## config.mk

```make
export PLATFORM = sky130hd
export DESIGN_NAME = encoder_opening_scaler
export DESIGN_NICKNAME = d
export VERILOG_FILES = /design/src/rtl/eos_pkg.sv /design/src/rtl/encoder_opening_scaler.sv
export SDC_FILE = /design/constraint.sdc
export NUM_CORES = 2
export LEC_CHECK = 0
export BUFFER_PORTS_ARGS = -buffer_cell sky130_fd_sc_hd__buf_2
export CORE_MARGIN = 2
export CORE_UTILIZATION = 30
export CTS_BUF_LIST = sky130_fd_sc_hd__clkbuf_4 sky130_fd_sc_hd__clkbuf_8
export DETAILED_ROUTE_END_ITERATION = 10
export PLACE_DENSITY_LB_ADDON = 0.15
export SYNTH_ARGS = -nofsm -noshare
export SYNTH_HDL_FRONTEND = slang
export SYNTH_SLANG_ARGS = --single-unit
```

## constraint.sdc

```tcl
create_clock -name clk -period 16.1 [get_ports clk]
set_clock_uncertainty 0.05 [all_clocks]
set_input_delay 1.61 -clock clk [delete_from_list [all_inputs] [get_ports clk]]
set_output_delay 1.61 -clock clk [all_outputs]
set_load 0.02 [all_outputs]
```

## src/rtl/eos_pkg.sv

```systemverilog
`timescale 1ns / 1ps

package eos_pkg;

    // Width of the encoder codes that take part in the mapping.
    localparam int CODE_BITS = 16;

    // Width of the opening, offset and travel values.
    localparam int VAL_BITS = 16;

    // Width of the per-mille result.
    localparam int PM_BITS = 10;

    // Distance times travel, and the first divider's working word.
    localparam int PROD_BITS = CODE_BITS + VAL_BITS;

    // Opening difference times 1000, and the second divider's working word.
    localparam int WORK2_BITS = VAL_BITS + PM_BITS;

    // Configuration port geometry.
    localparam int ADDR_BITS = 4;
    localparam int DATA_BITS = 32;

    // Largest opening reported; the all-ones code is kept for faults.
    localparam logic [VAL_BITS-1:0] OPENING_MAX = 16'd65534;

    // Full scale of the per-mille result.
    localparam logic [PM_BITS-1:0] PER_MILLE_FULL = 10'd1000;

    // Reset value of the open calibration code.
    localparam logic [VAL_BITS-1:0] CODE_OPEN_RESET = 16'hFFFF;

    // Register indexes on the configuration port (word address).
    typedef enum logic [1:0] {
        REG_POSITION_OFFSET = 2'd0,
        REG_FULL_TRAVEL     = 2'd1,
        REG_CODE_AT_CLOSED  = 2'd2,
        REG_CODE_AT_OPEN    = 2'd3
    } reg_idx_t;

endpackage

```

## src/rtl/encoder_opening_scaler.sv

```systemverilog
`timescale 1ns / 1ps

// Channel   Signals                                   Direction
// input     in_valid, in_ready, raw_code              sample in
// output    out_valid, out_ready, opening, per_mille  result out
// config    psel, penable, pwrite, paddr, pwdata,     APB-style, 4 registers
//           prdata, pready
//
// One sample is taken per cycle while in_ready is high, that is while the skid
// register is empty. The two restoring dividers take 16 stages for the scaling
// and 10 for the per-mille figure.
// Reset clears all valid bits and loads the calibration registers.
// A stall of the output parks one result in a skid register and freezes the
// whole pipeline on the next cycle; nothing is lost or repeated.
module encoder_opening_scaler
    import eos_pkg::*;
(
    input  logic                  clk,
    input  logic                  rst_n,

    input  logic                  in_valid,
    output logic                  in_ready,
    input  logic [VAL_BITS-1:0]   raw_code,

    output logic                  out_valid,
    input  logic                  out_ready,
    output logic [VAL_BITS-1:0]   opening,
    output logic [PM_BITS-1:0]    per_mille,

    input  logic                  psel,
    input  logic                  penable,
    input  logic                  pwrite,
    input  logic [ADDR_BITS-1:0]  paddr,
    input  logic [DATA_BITS-1:0]  pwdata,
    output logic [DATA_BITS-1:0]  prdata,
    output logic                  pready
);

    localparam int DIV1_STEPS = VAL_BITS;
    localparam int DIV2_STEPS = PM_BITS;

    // Calibration registers.
    logic [VAL_BITS-1:0] position_offset_reg;
    logic [VAL_BITS-1:0] full_travel_reg;
    logic [VAL_BITS-1:0] code_at_closed_reg;
    logic [VAL_BITS-1:0] code_at_open_reg;

    reg_idx_t cfg_idx;
    logic     cfg_write;

    // Pipeline advance, held off while the skid register is full.
    logic adv;

    // Stage A: input sample.
    logic                 a_valid_reg;
    logic [CODE_BITS-1:0] a_raw_reg;

    // Stage B: span and raw distance.
    logic                 b_valid_reg;
    logic [CODE_BITS-1:0] b_span_reg;
    logic [CODE_BITS-1:0] b_dist_reg;
    logic [CODE_BITS-1:0] b_span_next;
    logic [CODE_BITS-1:0] b_dist_next;
    logic [CODE_BITS-1:0] cal_lo;
    logic [CODE_BITS-1:0] cal_hi;

    // Stage C: distance clamped to the span.
    logic                 c_valid_reg;
    logic [CODE_BITS-1:0] c_span_reg;
    logic [CODE_BITS-1:0] c_dist_reg;

    // Stages E0..E16: product, then one quotient bit per stage.
    logic                 e_valid_reg [0:DIV1_STEPS];
    logic [PROD_BITS-1:0] e_work_reg  [0:DIV1_STEPS];
    logic [CODE_BITS-1:0] e_span_reg  [0:DIV1_STEPS];

    // Stage F: saturated opening.
    logic                 f_valid_reg;
    logic [VAL_BITS-1:0]  f_opening_reg;
    logic [VAL_BITS-1:0]  f_opening_next;
    logic [VAL_BITS:0]    f_sum;

    // Stage G: difference above offset and the per-mille guard.
    logic                 g_valid_reg;
    logic [VAL_BITS-1:0]  g_opening_reg;
    logic [VAL_BITS-1:0]  g_diff_reg;
    logic                 g_guard_reg;

    // Stages I0..I10: scaled difference, then one quotient bit per stage.
    logic                  i_valid_reg   [0:DIV2_STEPS];
    logic [WORK2_BITS-1:0] i_work_reg    [0:DIV2_STEPS];
    logic [VAL_BITS-1:0]   i_opening_reg [0:DIV2_STEPS];
    logic                  i_guard_reg   [0:DIV2_STEPS];

    // Tail result ahead of the output register.
    logic [PM_BITS-1:0]  tail_q;
    logic [PM_BITS-1:0]  tail_pm;
    logic                tail_valid;

    // Output register and skid register.
    logic                out_valid_reg;
    logic [VAL_BITS-1:0] out_opening_reg;
    logic [PM_BITS-1:0]  out_pm_reg;
    logic                skid_valid_reg;
    logic [VAL_BITS-1:0] skid_opening_reg;
    logic [PM_BITS-1:0]  skid_pm_reg;
    logic                out_load;

    // Configuration port: writes land on the access cycle.
    assign pready    = 1'b1;
    assign cfg_idx   = reg_idx_t'(paddr[ADDR_BITS-1:2]);
    assign cfg_write = psel & penable & pwrite & pready;

    always_ff @(posedge clk or negedge rst_n)
    begin
        if (!rst_n)
        begin
            position_offset_reg <= '0;
            full_travel_reg     <= '0;
            code_at_closed_reg  <= '0;
            code_at_open_reg    <= CODE_OPEN_RESET;
        end
        else if (cfg_write)
        begin
            case (cfg_idx)
                REG_POSITION_OFFSET: position_offset_reg <= pwdata[VAL_BITS-1:0];
                REG_FULL_TRAVEL:     full_travel_reg     <= pwdata[VAL_BITS-1:0];
                REG_CODE_AT_CLOSED:  code_at_closed_reg  <= pwdata[VAL_BITS-1:0];
                REG_CODE_AT_OPEN:    code_at_open_reg    <= pwdata[VAL_BITS-1:0];
                default:             ;
            endcase
        end
    end

    // Register read-back.
    always_comb
    begin
        case (cfg_idx)
            REG_POSITION_OFFSET: prdata = DATA_BITS'(position_offset_reg);
            REG_FULL_TRAVEL:     prdata = DATA_BITS'(full_travel_reg);
            REG_CODE_AT_CLOSED:  prdata = DATA_BITS'(code_at_closed_reg);
            REG_CODE_AT_OPEN:    prdata = DATA_BITS'(code_at_open_reg);
            default:             prdata = '0;
        endcase
    end

    assign adv      = ~skid_valid_reg;
    assign in_ready = adv;

    // Valid bits of the front stages.
    always_ff @(posedge clk or negedge rst_n)
    begin
        if (!rst_n)
        begin
            a_valid_reg <= 1'b0;
            b_valid_reg <= 1'b0;
            c_valid_reg <= 1'b0;
            e_valid_reg[0] <= 1'b0;
        end
        else if (adv)
        begin
            a_valid_reg <= in_valid;
            b_valid_reg <= a_valid_reg;
            c_valid_reg <= b_valid_reg;
            e_valid_reg[0] <= c_valid_reg;
        end
    end

    // Direction, span and distance from the closed code.
    assign cal_lo = code_at_closed_reg[CODE_BITS-1:0];
    assign cal_hi = code_at_open_reg[CODE_BITS-1:0];

    always_comb
    begin
        if (cal_hi > cal_lo)
        begin
            b_span_next = cal_hi - cal_lo;
            b_dist_next = (a_raw_reg > cal_lo) ? (a_raw_reg - cal_lo) : '0;
        end
        else
        begin
            b_span_next = cal_lo - cal_hi;
            b_dist_next = (a_raw_reg < cal_lo) ? (cal_lo - a_raw_reg) : '0;
        end
    end

    // Front stage payload: sample, distance, clamp, product.
    always_ff @(posedge clk)
    begin
        if (adv)
        begin
            a_raw_reg     <= raw_code[CODE_BITS-1:0];
            b_span_reg    <= b_span_next;
            b_dist_reg    <= b_dist_next;
            c_span_reg    <= b_span_reg;
            c_dist_reg    <= (b_dist_reg > b_span_reg) ? b_span_reg : b_dist_reg;
            e_span_reg[0] <= c_span_reg;
            e_work_reg[0] <= PROD_BITS'(c_dist_reg) * PROD_BITS'(full_travel_reg);
        end
    end

    // Scaling divider: product over span, one quotient bit per stage.
    // The quotient never exceeds the travel, so the upper product half
    // already is the starting remainder.
    for (genvar k = 1; k <= DIV1_STEPS; k++)
    begin : g_div1
        logic [CODE_BITS:0]   trial;
        logic [CODE_BITS:0]   dvs;
        logic                 fits;
        logic [CODE_BITS:0]   rem_sub;
        logic [PROD_BITS-1:0] work_next;

        always_comb
        begin
            trial   = {e_work_reg[k-1][PROD_BITS-1 -: CODE_BITS],
                       e_work_reg[k-1][VAL_BITS-1]};
            dvs     = {1'b0, e_span_reg[k-1]};
            fits    = (trial >= dvs);
            rem_sub = fits ? (trial - dvs) : trial;
            work_next = {rem_sub[CODE_BITS-1:0],
                         e_work_reg[k-1][VAL_BITS-2:0], fits};
        end

        always_ff @(posedge clk or negedge rst_n)
        begin
            if (!rst_n)
            begin
                e_valid_reg[k] <= 1'b0;
            end
            else if (adv)
            begin
                e_valid_reg[k] <= e_valid_reg[k-1];
            end
        end

        always_ff @(posedge clk)
        begin
            if (adv)
            begin
                e_work_reg[k] <= work_next;
                e_span_reg[k] <= e_span_reg[k-1];
            end
        end
    end

    // Offset added, zero span passes the offset alone, then saturation.
    always_comb
    begin
        if (e_span_reg[DIV1_STEPS] == '0)
        begin
            f_sum = {1'b0, position_offset_reg};
        end
        else
        begin
            f_sum = {1'b0, position_offset_reg}
                  + {1'b0, e_work_reg[DIV1_STEPS][VAL_BITS-1:0]};
        end
        f_opening_next = (f_sum > {1'b0, OPENING_MAX}) ? OPENING_MAX
                                                       : f_sum[VAL_BITS-1:0];
    end

    always_ff @(posedge clk or negedge rst_n)
    begin
        if (!rst_n)
        begin
            f_valid_reg    <= 1'b0;
            g_valid_reg    <= 1'b0;
            i_valid_reg[0] <= 1'b0;
        end
        else if (adv)
        begin
            f_valid_reg    <= e_valid_reg[DIV1_STEPS];
            g_valid_reg    <= f_valid_reg;
            i_valid_reg[0] <= g_valid_reg;
        end
    end

    // Opening, per-mille guard and scaled difference.
    always_ff @(posedge clk)
    begin
        if (adv)
        begin
            f_opening_reg    <= f_opening_next;
            g_opening_reg    <= f_opening_reg;
            g_diff_reg       <= f_opening_reg - position_offset_reg;
            g_guard_reg      <= (f_opening_reg <= position_offset_reg)
                              || (full_travel_reg == '0);
            i_work_reg[0]    <= WORK2_BITS'(g_diff_reg) * WORK2_BITS'(PER_MILLE_FULL);
            i_opening_reg[0] <= g_opening_reg;
            i_guard_reg[0]   <= g_guard_reg;
        end
    end

    // Per-mille divider: scaled difference over travel. The difference
    // never exceeds the travel, so the quotient fits the result width.
    for (genvar k = 1; k <= DIV2_STEPS; k++)
    begin : g_div2
        logic [VAL_BITS:0]     trial;
        logic [VAL_BITS:0]     dvs;
        logic                  fits;
        logic [VAL_BITS:0]     rem_sub;
        logic [WORK2_BITS-1:0] work_next;

        always_comb
        begin
            trial   = {i_work_reg[k-1][WORK2_BITS-1 -: VAL_BITS],
                       i_work_reg[k-1][PM_BITS-1]};
            dvs     = {1'b0, full_travel_reg};
            fits    = (trial >= dvs);
            rem_sub = fits ? (trial - dvs) : trial;
            work_next = {rem_sub[VAL_BITS-1:0],
                         i_work_reg[k-1][PM_BITS-2:0], fits};
        end

        always_ff @(posedge clk or negedge rst_n)
        begin
            if (!rst_n)
            begin
                i_valid_reg[k] <= 1'b0;
            end
            else if (adv)
            begin
                i_valid_reg[k] <= i_valid_reg[k-1];
            end
        end

        always_ff @(posedge clk)
        begin
            if (adv)
            begin
                i_work_reg[k]    <= work_next;
                i_opening_reg[k] <= i_opening_reg[k-1];
                i_guard_reg[k]   <= i_guard_reg[k-1];
            end
        end
    end

    // Guarded and capped per-mille result at the pipeline tail.
    assign tail_valid = i_valid_reg[DIV2_STEPS];
    assign tail_q     = i_work_reg[DIV2_STEPS][PM_BITS-1:0];

    always_comb
    begin
        if (i_guard_reg[DIV2_STEPS])
        begin
            tail_pm = '0;
        end
        else if (tail_q > PER_MILLE_FULL)
        begin
            tail_pm = PER_MILLE_FULL;
        end
        else
        begin
            tail_pm = tail_q;
        end
    end

    // Output register with a skid register behind it.
    assign out_load = ~out_valid_reg | out_ready;

    always_ff @(posedge clk or negedge rst_n)
    begin
        if (!rst_n)
        begin
            out_valid_reg  <= 1'b0;
            skid_valid_reg <= 1'b0;
        end
        else
        begin
            if (out_load)
            begin
                out_valid_reg <= skid_valid_reg | tail_valid;
            end
            if (out_load)
            begin
                skid_valid_reg <= 1'b0;
            end
            else if (adv && tail_valid)
            begin
                skid_valid_reg <= 1'b1;
            end
        end
    end

    always_ff @(posedge clk)
    begin
        if (out_load)
        begin
            out_opening_reg <= skid_valid_reg ? skid_opening_reg
                                              : i_opening_reg[DIV2_STEPS];
            out_pm_reg      <= skid_valid_reg ? skid_pm_reg : tail_pm;
        end
        if (!out_load && adv)
        begin
            skid_opening_reg <= i_opening_reg[DIV2_STEPS];
            skid_pm_reg      <= tail_pm;
        end
    end

    assign out_valid = out_valid_reg;
    assign opening   = out_opening_reg;
    assign per_mille = out_pm_reg;

endmodule
```

# Word level (Yosys, flattened, before mapping)
# Memories as Yosys holds them, arrays and structs flattened.
# Index checks and enable logic that the tools add are counted.
dict set report word_totals {
  reg_bits 280
  ramBits 1289
  in_bits 59
  output_inout_bits 61
  wordCells 185
  mem_count 5
}
dict set report classes {
  n_addsub 32
  multipliers 2
  n_lt_le_gt_ge 33
  eq_ne 3
  mux 40
  bitwise 6
  n_reduce_logical 12
}
# memory words width read_ports rd_clocked_by_memory_dff write_ports line
set memory_table {}
lappend memory_table {e_work_reg 17 32 17 0 17 encoder_opening_scaler.sv:74} ;# logic [PROD_BITS-1:0] e_work_reg [0:DIV1_STEPS];
lappend memory_table {i_work_reg 11 26 11 0 11 encoder_opening_scaler.sv:91} ;# logic [WORK2_BITS-1:0] i_work_reg [0:DIV2_STEPS];
lappend memory_table {e_span_reg 17 16 17 0 17 encoder_opening_scaler.sv:75} ;# logic [CODE_BITS-1:0] e_span_reg [0:DIV1_STEPS];
lappend memory_table {i_opening_reg 11 16 11 0 11 encoder_opening_scaler.sv:92} ;# logic [VAL_BITS-1:0] i_opening_reg [0:DIV2_STEPS];
lappend memory_table {i_guard_reg 11 1 11 0 11 encoder_opening_scaler.sv:93} ;# logic i_guard_reg [0:DIV2_STEPS];
# op count
set ops {}
lappend ops {{16-bit 2-to-1 mux} 32}
lappend ops {{16-bit subtractor} 31}
lappend ops {{17-bit by 16-bit greater-or-equal comparator with 1-bit output} 26}
lappend ops {{32-bit one-hot mux with 4 select lines} 1}
lappend ops {{16-bit greater-than comparator} 3}
lappend ops {{16-bit zero test} 2}
lappend ops {{16-bit by 16-bit multiplier with 32-bit output} 1}
lappend ops {{10-bit 2-to-1 mux} 3}
lappend ops {{16-bit by 7-bit multiplier with 23-bit output, second input constant} 1}
lappend ops {{16-bit by 16-bit adder with 17-bit output} 1}
lappend ops {{17-bit by 16-bit greater-than comparator with 1-bit output, second input constant} 1}
lappend ops {{17-bit 2-to-1 mux} 1}
lappend ops {{16-bit less-or-equal comparator} 1}
lappend ops {{16-bit less-than comparator} 1}
lappend ops {{10-bit greater-than comparator, second input constant} 1}
lappend ops {{2-bit AND reduction} 4}
lappend ops {{2-bit equality test, second input constant} 2}
lappend ops {{1-bit 2-to-1 mux} 3}
lappend ops {{1-bit bitwise AND} 2}
lappend ops {{2-bit by 1-bit equality test with 1-bit output, second input constant} 1}
lappend ops {{1-bit logical AND} 2}
lappend ops {{2-bit zero test} 1}
lappend ops {{1-bit NOT} 2}
lappend ops {{1-bit bitwise OR} 2}
lappend ops {{other kinds (3)} 3}

# Logic depth before layout (Yosys ltp)
# An unclocked memory read counts as a cell.
dict set report depth {
  depth_word 5
  mapped_depth 24
  depth_no_buf 23
}

# Worst setup path before layout
# No wires, ideal clock.
dict set report synth_timing {
  kind {register -> register}
  start {register skid_valid_reg}
  end {register out_pm_reg[0], in the netlist per_mille[0] (data pin)}
  setup_time_ns 0.235
  arrival_time_ns 17.065
  required_ns 15.815
  path_slack_ns -1.250
  path_stages_with_launch 4
  path_buffers 1
  synth_period_minus_slack_ns 17.350
  cell_sequence {dfrtp_1 clkbuf_1 inv_2 mux2_2}
}
dict set report synth_via {
  elab_chain_len 1
}
# item line
set synth_lines {}
lappend synth_lines {{start, declared} encoder_opening_scaler.sv:104} ;# logic skid_valid_reg;
lappend synth_lines {{start signal, assigned} encoder_opening_scaler.sv:366} ;# skid_valid_reg <= 1'b0;
lappend synth_lines {{start signal, assigned} encoder_opening_scaler.sv:376} ;# skid_valid_reg <= 1'b0;
lappend synth_lines {{start signal, assigned} encoder_opening_scaler.sv:380} ;# skid_valid_reg <= 1'b1;
lappend synth_lines {{10-bit 2-to-1 mux} encoder_opening_scaler.sv:391} ;# out_pm_reg <= skid_valid_reg ? skid_pm_reg : tail_pm;
lappend synth_lines {{end signal, assigned} encoder_opening_scaler.sv:391}
lappend synth_lines {{end, declared} encoder_opening_scaler.sv:103} ;# logic [PM_BITS-1:0] out_pm_reg;
# No other way between the ends.
# A chain may end at the register's enable or synchronous reset.

==> run summary <==
The run finished with clean final reports. The overall die area came out at 0.292 mm². The horizontal die dimension is 540 µm. The core region is around 0.29 mm².

The number of global-route vias before repair is between 50k and 60k. The net total in the final layout is approximately 8.3k. The total of warnings raised by yosys came out at 0. The sum of buffers and inverters on the critical path is 4. The clock latency of the later-clocked register in the worst-skew pair is roughly 0.96 ns.

Synthesis handed over a netlist of between 6k and 7k instances. The remaining max-slew budget at the tightest pin came out at a little over a quarter. The worst setup path is captured at a register. The number of fill cells came out at ~28k.

The share of flip-flops with an asynchronous set or reset is roughly 6.6%. The die outline height is around 540 µm. The initial antenna violation count is 13. In the final layout, the share of cells above drive strength 1 is 14.6%. The count of buffers from port buffering came out at 84. The area growth from synthesis to layout is 12.4%. Setup repair after global routing left no endpoint under its margin. The routability-driven placement congestion ratio came out at roughly 0.85.

The via density per instance came out at around 4.8. The measured slew at the worst slew-check pin is approximately 1.1 ns. The clock sink count is between 1.5k and 2k. Detailed placement ended at an HPWL of 148 mm. The total clock buffers created by CTS is between 200 and 300. Once layout is done, the placed cells without fillers occupy around 0.097 mm². The standard cell area after detailed placement came out at approximately 0.091 mm². The final route contains approximately 54k vias. The delay of the slowest cell on the worst path is 0.87 ns. The wire length of the first global-routing pass came out at about 320 mm. The minimum period implied by the final worst setup slack came out at around 7.7 ns.

Data on the critical path arrives at its endpoint at 8.30 ns. The total length of routed wires came out at 204 mm. Summing every instance area after synthesis gives about 0.086 mm². The number of max-cap violations came out at 0. The average routed wire per standard cell is 18.1 µm. The standard cell with the maximum stage delay on the critical path is sky130_fd_sc_hd__dfrtp_1. The clock edge transition at the registers on the reported setup and hold paths is roughly 0.06 ns. The distinct cell type count of the synthesized netlist came out at a little under 90. In the layout the commonest cells are sky130_fd_sc_hd__edfxtp_1, sky130_fd_sc_hd__inv_1, sky130_fd_sc_hd__ha_1. Broken down by cell family, the worst path's largest delay share belongs to adder cells. The min-delay analysis places its worst path in the category reg2reg.

The count of hold-fix buffers inserted at cts is 0. The post-route DRC violation count came out at 0. The remaining antenna violation count came out at 0. The minimum setup slack in the final design is between 8 and 9 ns. The number of synthesized flops with an enable pin came out at approximately 1.4k.

The final-report max-slew violation count is 0. The count of final setup violators came out at 0. The first-iteration detailed-routing DRC count came out at between 3k and 4k. The post-cts repair resize count came out at 0. The portion of the post-synthesis area used by sequential elements came out at between 50% and 60%. The critical path goes through buf_4 > nand2_1 > fa_1 > fa_1 > fa_1 > inv_1 > fa_1 > fa_1 > inv_1 > fa_1 > inv_1 > ha_1 > nand3_1 > nor4_1 > o21ai_0 > nand3_1 > nand2_1 > o2111ai_1 > a21boi_0 > o21ai_0 > xor2_1. The worst setup path is of the reg2reg kind. The count of standard-cell rows came out at between 150 and 200. The final count of hold timing violations is 0. Data on the critical path is required at its endpoint by 16.73 ns. The number of H-tree branching levels came out at 5.

Across every metal layer, demand over resource in global routing totals around 14%. The register bit total from synthesis is roughly 1.5k. The maximum number of pins on one net before global-route repair came out at around 190.

The highest fanout seen on the critical path is 19. TritonCTS built the clock tree. The register-to-register setup slack is 8.43 ns.

The most frequent standard cell in the layout excluding fill and tap cells is sky130_fd_sc_hd__edfxtp_1. The most numerous cell type found on the critical path is sky130_fd_sc_hd__fa_1. The final global-route overflow total came out at 0.

The average instance area after synthesis is 12.3 µm². For this run, the top clock speed supported by timing is about 130 MHz. Summed over all failing endpoints, the final setup total negative slack is 0 ns. The starting density of the core came out at between 30 and 40%. Post-CTS timing repair inserted 0 buffers for setup. Timing analysis after detailed placement gives a worst setup slack of 8.40 ns.

The final period utilization is 47.6%. The sort of element at the start of the critical path is a register. The main flop type after synthesis is sky130_fd_sc_hd__edfxtp_1. The first-pass iteration count of the detailed router came out at 5. Pin placement for this block handled 120 I/O pins. The root buffer selected by CTS is sky130_fd_sc_hd__clkbuf_8.

The buffer levels on the longest clock path is 4. The flip-flop count of the largest register after layout came out at approximately 530.
==> layer usage <==
layer | up-vias | wire [µm] | GRT usage [%] | share of wire (%)
li1 | 25900 | - | - | -
met1 | 26300 | 99200 | 19.6 | 49
met2 | 1004 | 90300 | 21.5 | 44
met3 | 349 | 8730 | 2.20 | 4.3
met4 | 0 | 5870 | 4.39 | 2.9
met5 | - | 0 | 0 | 0
==> area by class of cell <==
cell class / count / area, µm² / area share (%)
Clock buffer: 390 / 4800 / 4.96
Sequential cell: 1510 / 44900 / 46.3
Tap cell: 3762 / 4710 / 4.86
Clock inverter: 127 / 888 / 0.917
Timing Repair Buffer: 151 / 951 / 0.981
Antenna cell: 5 / 12.5 / 0.0129
Multi-Input combinational cell: 4573 / 37800 / 39.0
Inverter: 754 / 2850 / 2.94
==> cell usage after synthesis (44+ instances only) <==
library cell	instances	area [µm²]
sky130_fd_sc_hd__edfxtp_1	1411	42400
sky130_fd_sc_hd__inv_1	753	2830
sky130_fd_sc_hd__ha_1	682	8530
sky130_fd_sc_hd__nor2_1	442	1660
sky130_fd_sc_hd__nand2_1	428	1610
sky130_fd_sc_hd__mux2_2	358	4030
sky130_fd_sc_hd__fa_1	278	5570
sky130_fd_sc_hd__a21oi_1	272	1360
sky130_fd_sc_hd__xnor2_1	210	1840
sky130_fd_sc_hd__o21ai_0	203	1020
sky130_fd_sc_hd__nor3_1	161	806
sky130_fd_sc_hd__nand4_1	133	832
sky130_fd_sc_hd__a21o_1	132	991
sky130_fd_sc_hd__and2_1	132	826
sky130_fd_sc_hd__nor2b_1	126	788
sky130_fd_sc_hd__xor2_1	115	1010
sky130_fd_sc_hd__nand3_1	95	475
sky130_fd_sc_hd__clkbuf_1	86	323
sky130_fd_sc_hd__dfrtp_1	83	2080
sky130_fd_sc_hd__o21a_1	83	623
sky130_fd_sc_hd__nor4_1	57	357
sky130_fd_sc_hd__mux2i_1	50	500
sky130_fd_sc_hd__nand2b_1	48	300
sky130_fd_sc_hd__o31ai_1	47	353
sky130_fd_sc_hd__or3_1	45	282
sky130_fd_sc_hd__o41ai_1	44	385
==> worst paths after layout <==
kind	start	to	depth (start not counted)
max	full_travel_reg[1]	e_work_reg[0][29]	21
max in group asynchronous	rst_n	cal_lo[0]	2
min in group asynchronous	rst_n	b_valid_reg	1
min reg2reg	e_work_reg[0][108]	e_work_reg[0][141]	0
min	e_work_reg[0][108]	e_work_reg[0][141]	0
max reg2reg	full_travel_reg[1]	e_work_reg[0][29]	21
==> worst register-to-register path: stages (launching register included) <==
cell and delay (ns):
sky130_fd_sc_hd__dfrtp_1 0.87, sky130_fd_sc_hd__buf_4 0.42, sky130_fd_sc_hd__nand2_1 0.15, sky130_fd_sc_hd__fa_1 0.51
sky130_fd_sc_hd__fa_1 0.43, sky130_fd_sc_hd__fa_1 0.52, sky130_fd_sc_hd__inv_1 0.05, sky130_fd_sc_hd__fa_1 0.53
sky130_fd_sc_hd__fa_1 0.56, sky130_fd_sc_hd__inv_1 0.06, sky130_fd_sc_hd__fa_1 0.53, sky130_fd_sc_hd__inv_1 0.05
sky130_fd_sc_hd__ha_1 0.36, sky130_fd_sc_hd__nand3_1 0.13, sky130_fd_sc_hd__nor4_1 0.51, sky130_fd_sc_hd__o21ai_0 0.35
sky130_fd_sc_hd__nand3_1 0.24, sky130_fd_sc_hd__nand2_1 0.08, sky130_fd_sc_hd__o2111ai_1 0.49, sky130_fd_sc_hd__a21boi_0 0.22
sky130_fd_sc_hd__o21ai_0 0.22, sky130_fd_sc_hd__xor2_1 0.09
==> cells by family after synthesis <==
| kind of cell | share of synthesized area [%] |
|---|---|
| AOI/OAI and AO/OA | 8.61 |
| DFF | 52.0 |
| muxes | 5.67 |
| other | 0.00871 |
| xor gates and xnor gates | 3.30 |
| adders and majority gates | 16.4 |
| and+or+nand+nor | 9.83 |
| buffers and inverters | 4.19 |
==> per-stage QoR <==
| step | hold WS [ns] | instances | util [%] |
|---|---|---|---|
| after floorplan | 0.350 | 7002 | - |
| after global placement | 0.350 | 10800 | 31.9 |
| after detailed placement | 0.355 | 10800 | 31.9 |
| after CTS | 0.319 | 11300 | 33.9 |
| after global routing | 0.344 | 11300 | 33.9 |
| final | 0.325 | 11300 | 33.9 |
Power is not shown: default switching activity piles up to over one toggle a cycle in this logic, so the estimate is an artifact.
